<file path="config.mk">
export PLATFORM = sky130hd
export DESIGN_NAME = custom_base_number_parser
export DESIGN_NICKNAME = d
export VERILOG_FILES = /design/src/rtl/cbnp_pkg.sv /design/src/rtl/cbnp_cfg.sv /design/src/rtl/cbnp_lookup.sv /design/src/rtl/cbnp_core.sv /design/src/rtl/custom_base_number_parser.sv
export SDC_FILE = /design/constraint.sdc
export NUM_CORES = 2
export LEC_CHECK = 0
export ABC_CLOCK_PERIOD_IN_PS = 10700
export BUFFER_PORTS_ARGS = -buffer_cell sky130_fd_sc_hd__buf_4
export CORE_MARGIN = 2
export CORE_UTILIZATION = 45
export DETAILED_ROUTE_END_ITERATION = 16
export SLEW_MARGIN = 20
export SYNTH_ARGS = -nofsm -noshare
export SYNTH_HDL_FRONTEND = slang
export SYNTH_SLANG_ARGS = --single-unit
export TNS_END_PERCENT = 10
</file>
<file path="constraint.sdc">
create_clock -name clk_i -period 10.7 [get_ports clk_i]
set_clock_uncertainty 0.1 [all_clocks]
set_input_delay 0.535 -clock clk_i [delete_from_list [all_inputs] [get_ports clk_i]]
set_output_delay 0.535 -clock clk_i [all_outputs]
set_load 0.02 [all_outputs]
</file>
<file path="src/rtl/cbnp_pkg.sv">
// shared constants, types and codes for the custom base number parser
package cbnp_pkg;

  localparam int MAX_DIGITS_DEF  = 16;
  localparam int VALUE_WIDTH_DEF = 32;
  localparam int CHAR_W          = 8;
  localparam int CFG_W           = 64;
  localparam int LEN_W           = 5;
  localparam int CFG_ADDR_W      = 2;
  localparam int STATUS_W        = 2;

  localparam logic [CHAR_W-1:0] CH_PLUS  = 8'h2B;
  localparam logic [CHAR_W-1:0] CH_MINUS = 8'h2D;
  localparam logic [CHAR_W-1:0] CH_SPACE = 8'h20;
  localparam logic [CHAR_W-1:0] CH_0     = 8'h30;
  localparam logic [CHAR_W-1:0] CH_9     = 8'h39;
  localparam logic [CHAR_W-1:0] CH_UA    = 8'h41;
  localparam logic [CHAR_W-1:0] CH_UZ    = 8'h5A;
  localparam logic [CHAR_W-1:0] CH_LA    = 8'h61;
  localparam logic [CHAR_W-1:0] CH_LZ    = 8'h7A;

  typedef enum logic [CFG_ADDR_W-1:0] {
    CFG_DIGITS_LO = 2'd0,
    CFG_DIGITS_HI = 2'd1,
    CFG_BASE_LEN  = 2'd2
  } cfg_addr_e;

  typedef enum logic [STATUS_W-1:0] {
    STATUS_OK       = 2'd0,
    STATUS_BAD_BASE = 2'd1,
    STATUS_BAD_CHAR = 2'd2
  } status_e;

  typedef struct packed {
    logic [2*CFG_W-1:0] digits;
    logic [LEN_W-1:0]   base_len;
    logic               base_ok;
  } cfg_t;

  typedef struct packed {
    logic hit;
    logic is_plus;
    logic is_minus;
    logic is_space;
    logic is_alnum;
  } char_class_t;

endpackage

</file>
<file path="src/rtl/cbnp_cfg.sv">
// configuration registers and registered alphabet validity check
module cbnp_cfg import cbnp_pkg::*; #(
  parameter int MAX_DIGITS = MAX_DIGITS_DEF
) (
  input  logic                  clk_i,
  input  logic                  rst_ni,
  input  logic                  cfg_we_i,
  input  logic [CFG_ADDR_W-1:0] cfg_addr_i,
  input  logic [CFG_W-1:0]      cfg_wdata_i,
  output cfg_t                  cfg_o
);

  logic [2*CFG_W-1:0] digits_q, digits_d;
  logic [LEN_W-1:0]   len_q, len_d;
  logic               base_ok_q, base_ok_d;

  always_comb begin
    digits_d = digits_q;
    len_d    = len_q;
    if (cfg_we_i) begin
      unique case (cfg_addr_i)
        CFG_DIGITS_LO: digits_d[CFG_W-1:0]       = cfg_wdata_i;
        CFG_DIGITS_HI: digits_d[2*CFG_W-1:CFG_W] = cfg_wdata_i;
        CFG_BASE_LEN:  len_d                     = cfg_wdata_i[LEN_W-1:0];
        default: ;
      endcase
    end
  end

  // checked on the next values so the flag always matches the registers
  always_comb begin
    logic [CHAR_W-1:0] c;
    base_ok_d = (len_d >= LEN_W'(2)) && (len_d <= LEN_W'(MAX_DIGITS));
    for (int i = 0; i < MAX_DIGITS; i++) begin
      c = digits_d[i*CHAR_W +: CHAR_W];
      if (LEN_W'(i) < len_d) begin
        if (c == CH_PLUS || c == CH_MINUS) begin
          base_ok_d = 1'b0;
        end
        for (int j = i + 1; j < MAX_DIGITS; j++) begin
          if (LEN_W'(j) < len_d && digits_d[j*CHAR_W +: CHAR_W] == c) begin
            base_ok_d = 1'b0;
          end
        end
      end
    end
  end

  always_ff @(posedge clk_i or negedge rst_ni) begin
    if (!rst_ni) begin
      digits_q  <= '0;
      len_q     <= '0;
      base_ok_q <= 1'b0;
    end else begin
      digits_q  <= digits_d;
      len_q     <= len_d;
      base_ok_q <= base_ok_d;
    end
  end

  assign cfg_o.digits   = digits_q;
  assign cfg_o.base_len = len_q;
  assign cfg_o.base_ok  = base_ok_q;

endmodule

</file>
<file path="src/rtl/cbnp_lookup.sv">
// character classification and digit position lookup against the alphabet
module cbnp_lookup import cbnp_pkg::*; #(
  parameter int MAX_DIGITS = MAX_DIGITS_DEF,
  parameter int IDX_W      = $clog2(MAX_DIGITS)
) (
  input  logic [CHAR_W-1:0] char_i,
  input  cfg_t              cfg_i,
  output char_class_t       cls_o,
  output logic [IDX_W-1:0]  pos_o
);

  logic             hit;
  logic [IDX_W-1:0] pos;

  // walk downwards so the lowest matching position wins
  always_comb begin
    hit = 1'b0;
    pos = '0;
    for (int k = MAX_DIGITS - 1; k >= 0; k--) begin
      if (LEN_W'(k) < cfg_i.base_len && cfg_i.digits[k*CHAR_W +: CHAR_W] == char_i) begin
        hit = 1'b1;
        pos = IDX_W'(k);
      end
    end
  end

  assign cls_o.hit      = hit;
  assign cls_o.is_plus  = (char_i == CH_PLUS);
  assign cls_o.is_minus = (char_i == CH_MINUS);
  assign cls_o.is_space = (char_i == CH_SPACE);
  assign cls_o.is_alnum = (char_i >= CH_0  && char_i <= CH_9)  ||
                          (char_i >= CH_UA && char_i <= CH_UZ) ||
                          (char_i >= CH_LA && char_i <= CH_LZ);
  assign pos_o = pos;

endmodule

</file>
<file path="src/rtl/cbnp_core.sv">
// parse state, multiply-accumulate and result register
module cbnp_core import cbnp_pkg::*; #(
  parameter int VALUE_WIDTH = VALUE_WIDTH_DEF,
  parameter int IDX_W       = 4
) (
  input  logic                   clk_i,
  input  logic                   rst_ni,
  input  logic                   item_valid_i,
  input  logic                   last_i,
  input  char_class_t            cls_i,
  input  logic [IDX_W-1:0]       pos_i,
  input  cfg_t                   cfg_i,
  input  logic                   out_ready_i,
  output logic                   fire_o,
  output logic                   out_valid_o,
  output logic [VALUE_WIDTH-1:0] value_o,
  output status_e                status_o
);

  typedef enum logic [1:0] {
    PH_SPACES  = 2'd0,
    PH_DIGITS  = 2'd1,
    PH_STOPPED = 2'd2
  } phase_e;

  phase_e                 phase_q, phase_d;
  logic                   neg_q, neg_d;
  logic [VALUE_WIDTH-1:0] acc_q, acc_d;
  logic                   bad_q, bad_d;
  logic                   out_valid_q;
  logic [VALUE_WIDTH-1:0] value_q;
  status_e                status_q;

  logic                   out_free;
  logic                   fire;
  logic                   bad_char;
  logic [VALUE_WIDTH-1:0] mac;
  logic [VALUE_WIDTH-1:0] res_value;
  status_e                res_status;

  assign out_free = !out_valid_q || out_ready_i;
  // a non-last item never needs the result register
  assign fire     = item_valid_i && (!last_i || out_free);
  assign bad_char = !cls_i.hit && !cls_i.is_plus && !cls_i.is_minus && !cls_i.is_space;
  assign mac      = acc_q * VALUE_WIDTH'(cfg_i.base_len) + VALUE_WIDTH'(pos_i);

  always_comb begin
    phase_d = phase_q;
    neg_d   = neg_q;
    acc_d   = acc_q;
    bad_d   = bad_q | bad_char;
    unique case (phase_q)
      PH_SPACES: begin
        if (cls_i.is_space) begin
          phase_d = PH_SPACES;
        end else if (cls_i.is_plus || cls_i.is_minus) begin
          neg_d   = cls_i.is_minus;
          phase_d = PH_DIGITS;
        end else if (cls_i.is_alnum) begin
          phase_d = PH_DIGITS;
          if (cls_i.hit) acc_d = mac;
        end else begin
          phase_d = PH_STOPPED;
        end
      end
      PH_DIGITS: begin
        if (cls_i.is_alnum) begin
          if (cls_i.hit) acc_d = mac;
        end else begin
          phase_d = PH_STOPPED;
        end
      end
      default: ;
    endcase
  end

  always_comb begin
    if (!cfg_i.base_ok) begin
      res_value  = '0;
      res_status = STATUS_BAD_BASE;
    end else if (bad_d) begin
      res_value  = '0;
      res_status = STATUS_BAD_CHAR;
    end else begin
      res_value  = neg_d ? (~acc_d + VALUE_WIDTH'(1)) : acc_d;
      res_status = STATUS_OK;
    end
  end

  always_ff @(posedge clk_i or negedge rst_ni) begin
    if (!rst_ni) begin
      phase_q     <= PH_SPACES;
      neg_q       <= 1'b0;
      acc_q       <= '0;
      bad_q       <= 1'b0;
      out_valid_q <= 1'b0;
    end else begin
      if (fire && last_i) begin
        phase_q     <= PH_SPACES;
        neg_q       <= 1'b0;
        acc_q       <= '0;
        bad_q       <= 1'b0;
        out_valid_q <= 1'b1;
        value_q     <= res_value;
        status_q    <= res_status;
      end else begin
        if (fire) begin
          phase_q <= phase_d;
          neg_q   <= neg_d;
          acc_q   <= acc_d;
          bad_q   <= bad_d;
        end
        if (out_ready_i) out_valid_q <= 1'b0;
      end
    end
  end

  assign fire_o      = fire;
  assign out_valid_o = out_valid_q;
  assign value_o     = value_q;
  assign status_o    = status_q;

endmodule

</file>
<file path="src/rtl/custom_base_number_parser.sv">
// a last character passes the input register, then the state and result register, where its
// result is offered until taken; one character per cycle while no last character waits, with
// the single multiply-accumulate between the two registers. characters keep flowing
// while a result waits; only a last character waits in the input register for the result.
// reset clears the configuration (base invalid until written), the parse state and valids.
module custom_base_number_parser import cbnp_pkg::*; #(
  parameter int MAX_DIGITS  = MAX_DIGITS_DEF,
  parameter int VALUE_WIDTH = VALUE_WIDTH_DEF,
  localparam int OUT_DATA_W = ((VALUE_WIDTH + STATUS_W + 7) / 8) * 8
) (
  input  logic                  clk_i,
  input  logic                  rst_ni,
  input  logic                  cfg_we_i,
  input  logic [CFG_ADDR_W-1:0] cfg_addr_i,
  input  logic [CFG_W-1:0]      cfg_wdata_i,
  input  logic                  s_axis_tvalid,
  output logic                  s_axis_tready,
  input  logic [CHAR_W-1:0]     s_axis_tdata,   // char_in
  input  logic                  s_axis_tlast,
  output logic                  m_axis_tvalid,
  input  logic                  m_axis_tready,
  output logic [OUT_DATA_W-1:0] m_axis_tdata    // value, status, zero pad
);

  localparam int IDX_W = (MAX_DIGITS > 1) ? $clog2(MAX_DIGITS) : 1;

  cfg_t                   cfg;
  char_class_t            cls;
  logic [IDX_W-1:0]       pos;
  logic                   in_valid_q;
  logic [CHAR_W-1:0]      char_q;
  logic                   last_q;
  logic                   fire;
  logic [VALUE_WIDTH-1:0] value;
  status_e                status;

  assign s_axis_tready = !in_valid_q || fire;

  always_ff @(posedge clk_i or negedge rst_ni) begin
    if (!rst_ni) begin
      in_valid_q <= 1'b0;
    end else begin
      if (s_axis_tvalid && s_axis_tready) begin
        in_valid_q <= 1'b1;
        char_q     <= s_axis_tdata;
        last_q     <= s_axis_tlast;
      end else if (fire) begin
        in_valid_q <= 1'b0;
      end
    end
  end

  cbnp_cfg #(
    .MAX_DIGITS (MAX_DIGITS)
  ) u_cfg (
    .clk_i       (clk_i),
    .rst_ni      (rst_ni),
    .cfg_we_i    (cfg_we_i),
    .cfg_addr_i  (cfg_addr_i),
    .cfg_wdata_i (cfg_wdata_i),
    .cfg_o       (cfg)
  );

  cbnp_lookup #(
    .MAX_DIGITS (MAX_DIGITS),
    .IDX_W      (IDX_W)
  ) u_lookup (
    .char_i (char_q),
    .cfg_i  (cfg),
    .cls_o  (cls),
    .pos_o  (pos)
  );

  cbnp_core #(
    .VALUE_WIDTH (VALUE_WIDTH),
    .IDX_W       (IDX_W)
  ) u_core (
    .clk_i        (clk_i),
    .rst_ni       (rst_ni),
    .item_valid_i (in_valid_q),
    .last_i       (last_q),
    .cls_i        (cls),
    .pos_i        (pos),
    .cfg_i        (cfg),
    .out_ready_i  (m_axis_tready),
    .fire_o       (fire),
    .out_valid_o  (m_axis_tvalid),
    .value_o      (value),
    .status_o     (status)
  );

  assign m_axis_tdata = OUT_DATA_W'({status, value});

endmodule

</file>
==> results.py <==
metrics = {
    "critical_path": {
        "cp.arrival_ns": 8.05,
        "worstSetupStartpointType": "flip-flop",
        "worstPathRequired_ns": 10.89,
        "cp_max_fo": 18,
        "criticalPathCategory": "flip-flop to flip-flop",
        "worst_setup_path_end_kind": "flip-flop",
    },
    "placement": {
        "port_buffers": 115,
        "gp_congestion": 1.03,
        "dpl.cell_count": 4194,
        "dp_hpwl_mm": 77.6,
    },
    "sta": {
        "hold_violations": 0,
        "holdWs_ns": 0.0347,
        "slew_headroom_pct": 24.0,
        "rsz0062_at_grt": "no",
        "fin_crit_sh_pct": 73.4,
        "worst_pin_slew_ns": 1.14,
        "setup_viol": 0,
        "fin_setup_tns_ns": 0,
        "max_freq_mhz": 127,
        "slew_viol_final": 0,
        "min_period_ns": 7.86,
    },
    "route": {
        "wl_per_cell_um": 26.9,
        "drt_iter0_markers": 3200,
        "vias": 25700,
        "ant_nets": 0,
        "finalWirelength_mm": 114,
        "drc_errors": 0,
        "drtPass1Iterations": 8,
        "avgViaCountPerCell": 6.06,
    },
    "grt": {
        "antenna_found_initial": 1,
        "grt_max_degree": 62,
        "grt.overflow.total": 0,
        "grt_pass1_wl_mm": 169,
        "grt_use_total_pct": 33.7,
        "first_global_vias": 24900,
    },
    "job": {
        "maxCapViolations": 0,
    },
    "yosys": {
        "synth_fa_ha_area_share_pct": 8.62,
        "seq_area_frac_synth_pct": 19.2,
        "synth_simple_gate_area_share_pct": 15.8,
        "synth_edf_count": 43,
        "synth_top_family_by_area": "XOR/XNOR gates",
        "ys_types": 100,
        "synthMuxAreaShare_pct": 6.98,
        "synth_xor_area_share_pct": 34.7,
        "avgSynthCellArea_um2": 8.86,
        "ys_warn_count": 0,
        "synthFlopType": "dfrtp_1",
        "synth_compound_gate_area_share_pct": 7.21,
        "netlist_instances": 3287,
        "synth_seq_cells": 215,
        "async_reset_ff_share_pct": 80.0,
        "synthesis.area_um2": 29100,
    },
    "floorplan": {
        "start_util_pct": 45.3,
        "ioPinCount": 122,
        "die_w_um": 258,
        "core_area_um2": 64200,
        "die_y_um": 258,
        "dieArea_um2": 66700,
        "placementRows": 93,
    },
    "layout": {
        "nNetsFinal": 3598,
        "layout-drive-gt1-share_pct": 14.4,
        "stdcell_count": 4242,
        "areaGrowthSynthToFinish_pct": 10.3,
        "n_antenna_cell": 0,
    },
    "power_and_ir_drop": {
        "total_power_w": 0.00506,
        "power_density_nw_per_um2": 158,
        "peakVddDrop_uv": 110,
        "p_leak_nw": 12.3,
    },
    "min_path": {
        "hp-class": "input pin to flip-flop",
    },
    "clock_tree": {
        "insertion_delay_ns": 0.59,
        "clk_pin_slew_ns": 0.06,
        "cts_buffer_depth": 3,
        "cts_tree": "done",
        "cts_buffers": 26,
        "cts.sinks": 215,
        "cts_root_buf": "clkbuf_16",
        "htreeDepth": 1,
        "post_cts_buffers": 0,
    },
    "status": {
        "status": "completed",
    },
}
-- cells in the final DEF, fill, tap and decap left out, drive strengths merged, types with 74 or more instances in the layout --
cell type / Yosys / routed
dfrtp: 172 / 172
mux2i: 155 / 155
buf: 158 / 278
fa: 86 / 86
nand2: 164 / 164
nand4: 195 / 195
nor2: 74 / 74
xnor2: 771 / 771
nor4: 124 / 124
inv: 239 / 241
and2: 75 / 75
xor2: 381 / 381
nor3: 90 / 90
-- power breakdown --
group / switching (W) / internal, W / total (W)
clock network: 0.000388 / 0.000554 / 0.000942
logic: 0.00186 / 0.00118 / 0.00304
registers: 0.000137 / 0.000940 / 0.00108
total: 0.00238 / 0.00268 / 0.00506
-- sequential cells by signal, summed over array words and instances, names as in the netlist, 2 cells and up --
name	flops
char_q	8
u_cfg.digits_q	128
u_cfg.len_q	5
u_core.acc_q	32
u_core.phase_q	2
u_core.status_o	2
u_core.value_o	32
-- critical path, cell delays in order, from the launching register on --
cell and delay (ns):
edfxtp_1 1.10, xnor2_1 0.20, o211ai_1 0.11, nor4_1 0.73, nor4_1 0.26, and2_2 0.26
nor2_1 0.17, fa_1 0.41, ha_1 0.28, inv_1 0.05, fa_1 0.52, inv_1 0.05
ha_1 0.28, a211oi_1 0.28, o21ai_0 0.19, xor2_1 0.23, a2111oi_2 0.52, and4b_1 0.27
nor2b_1 0.32, a41oi_1 0.27, nor3b_2 0.48, a41oi_1 0.19, xnor2_1 0.20, nor2_1 0.05
-- kinds of logic (layout without fill, tap and decap cells) --
family                     count (synthesis)  after routing
other                                      1              6
AOI/OAI and AO/OA                        308            308
DFF                                      215            215
and+or+nand+nor                          834            834
muxes                                    158            158
buffers and inverters                    470            565
adders and majority gates                149            149
xor gates and xnor gates                1152           1152
-- repair_timing --
item	4_1_cts	5_1_grt
gates resized for setup	0	0
hold buffers	1	0
hold endpoints to repair	43	0
-- layout make-up --
class	instances	area, µm²
Inverter	239	897
Sequential cell	215	5600
Timing Repair Buffer	280	2130
Clock buffer	34	691
Clock inverter	12	189
Multi-Input combinational cell	2607	21500
Fill cell	6126	32100
Tap cell	855	1070
-- Yosys cell counts (5+ instances only) --
cell      count  share of area (%)
xnor2_1     771                 23
xor2_1      381                 11
inv_1       236                3.0
nand4_1     195                4.2
dfrtp_1     172                 15
nand2_1     163                2.1
nor4_1      120                2.6
mux2i_2     119                5.6
buf_2       102                1.8
nor3_1       89                1.5
fa_1         86                5.9
nor2_1       73               0.94
and2_1       72                1.5
clkbuf_1     69               0.89
ha_1         63                2.7
o21ai_0      62                1.1
a21oi_1      55               0.95
a31oi_1      45               0.97
nand3_1      44               0.76
edfxtp_1     43                4.4
mux2i_1      36                1.2
buf_4        35               0.90
a21o_1       15               0.39
buf_6        15               0.58
o31ai_1      15               0.39
a211oi_1     13               0.34
o211ai_1     11               0.28
o21a_1       11               0.28
a41oi_1      10               0.30
nand2b_1     10               0.21
and3_1        9               0.19
or3_1         9               0.19
nor2b_1       6               0.13
o41ai_1       6               0.18
a311oi_1      5               0.15
buf_1         5              0.064
o21bai_1      5               0.13
o22ai_1       5               0.11
-- per-layer routing --
layer,up-vias,routed length (µm),track usage (%)
met3,421,11900,6.61
li1,11200,-,-
met5,-,0,0
met4,0,7900,19.0
met2,1538,49800,52.4
met1,12500,44700,43.9
-- path summary, 6_finish.rpt --
path	startpoint	end	slack, ns	cells past startpoint
setup / recovery	char_q[5]	u_core.value_o[27]	2.84	23
hold / removal	s_axis_tdata[0]	char_q[0]	0.03	1
setup reg to reg	char_q[5]	u_core.value_o[27]	2.84	23
hold reg to reg	u_core.bad_q	u_core.bad_q	0.41	2
max in group asynchronous	rst_ni	u_cfg.digits_q[118]	7.83	5
min in group asynchronous	rst_ni	u_cfg.digits_q[32]	0.38	2
-- metrics by stage --
step | cell area (µm²) | setup WS [ns] | util [%]
6_report | 32100 | 2.84 | 50.0
2_1_floorplan | 29100 | 4.52 | -
3_3_place_gp | 31200 | 3.11 | 48.6
5_1_grt | 32100 | 2.36 | 50.0
4_1_cts | 32100 | 2.90 | 50.0
3_5_place_dp | 31200 | 3.00 | 48.6
Note: power is estimated with default switching activity, not from simulation.
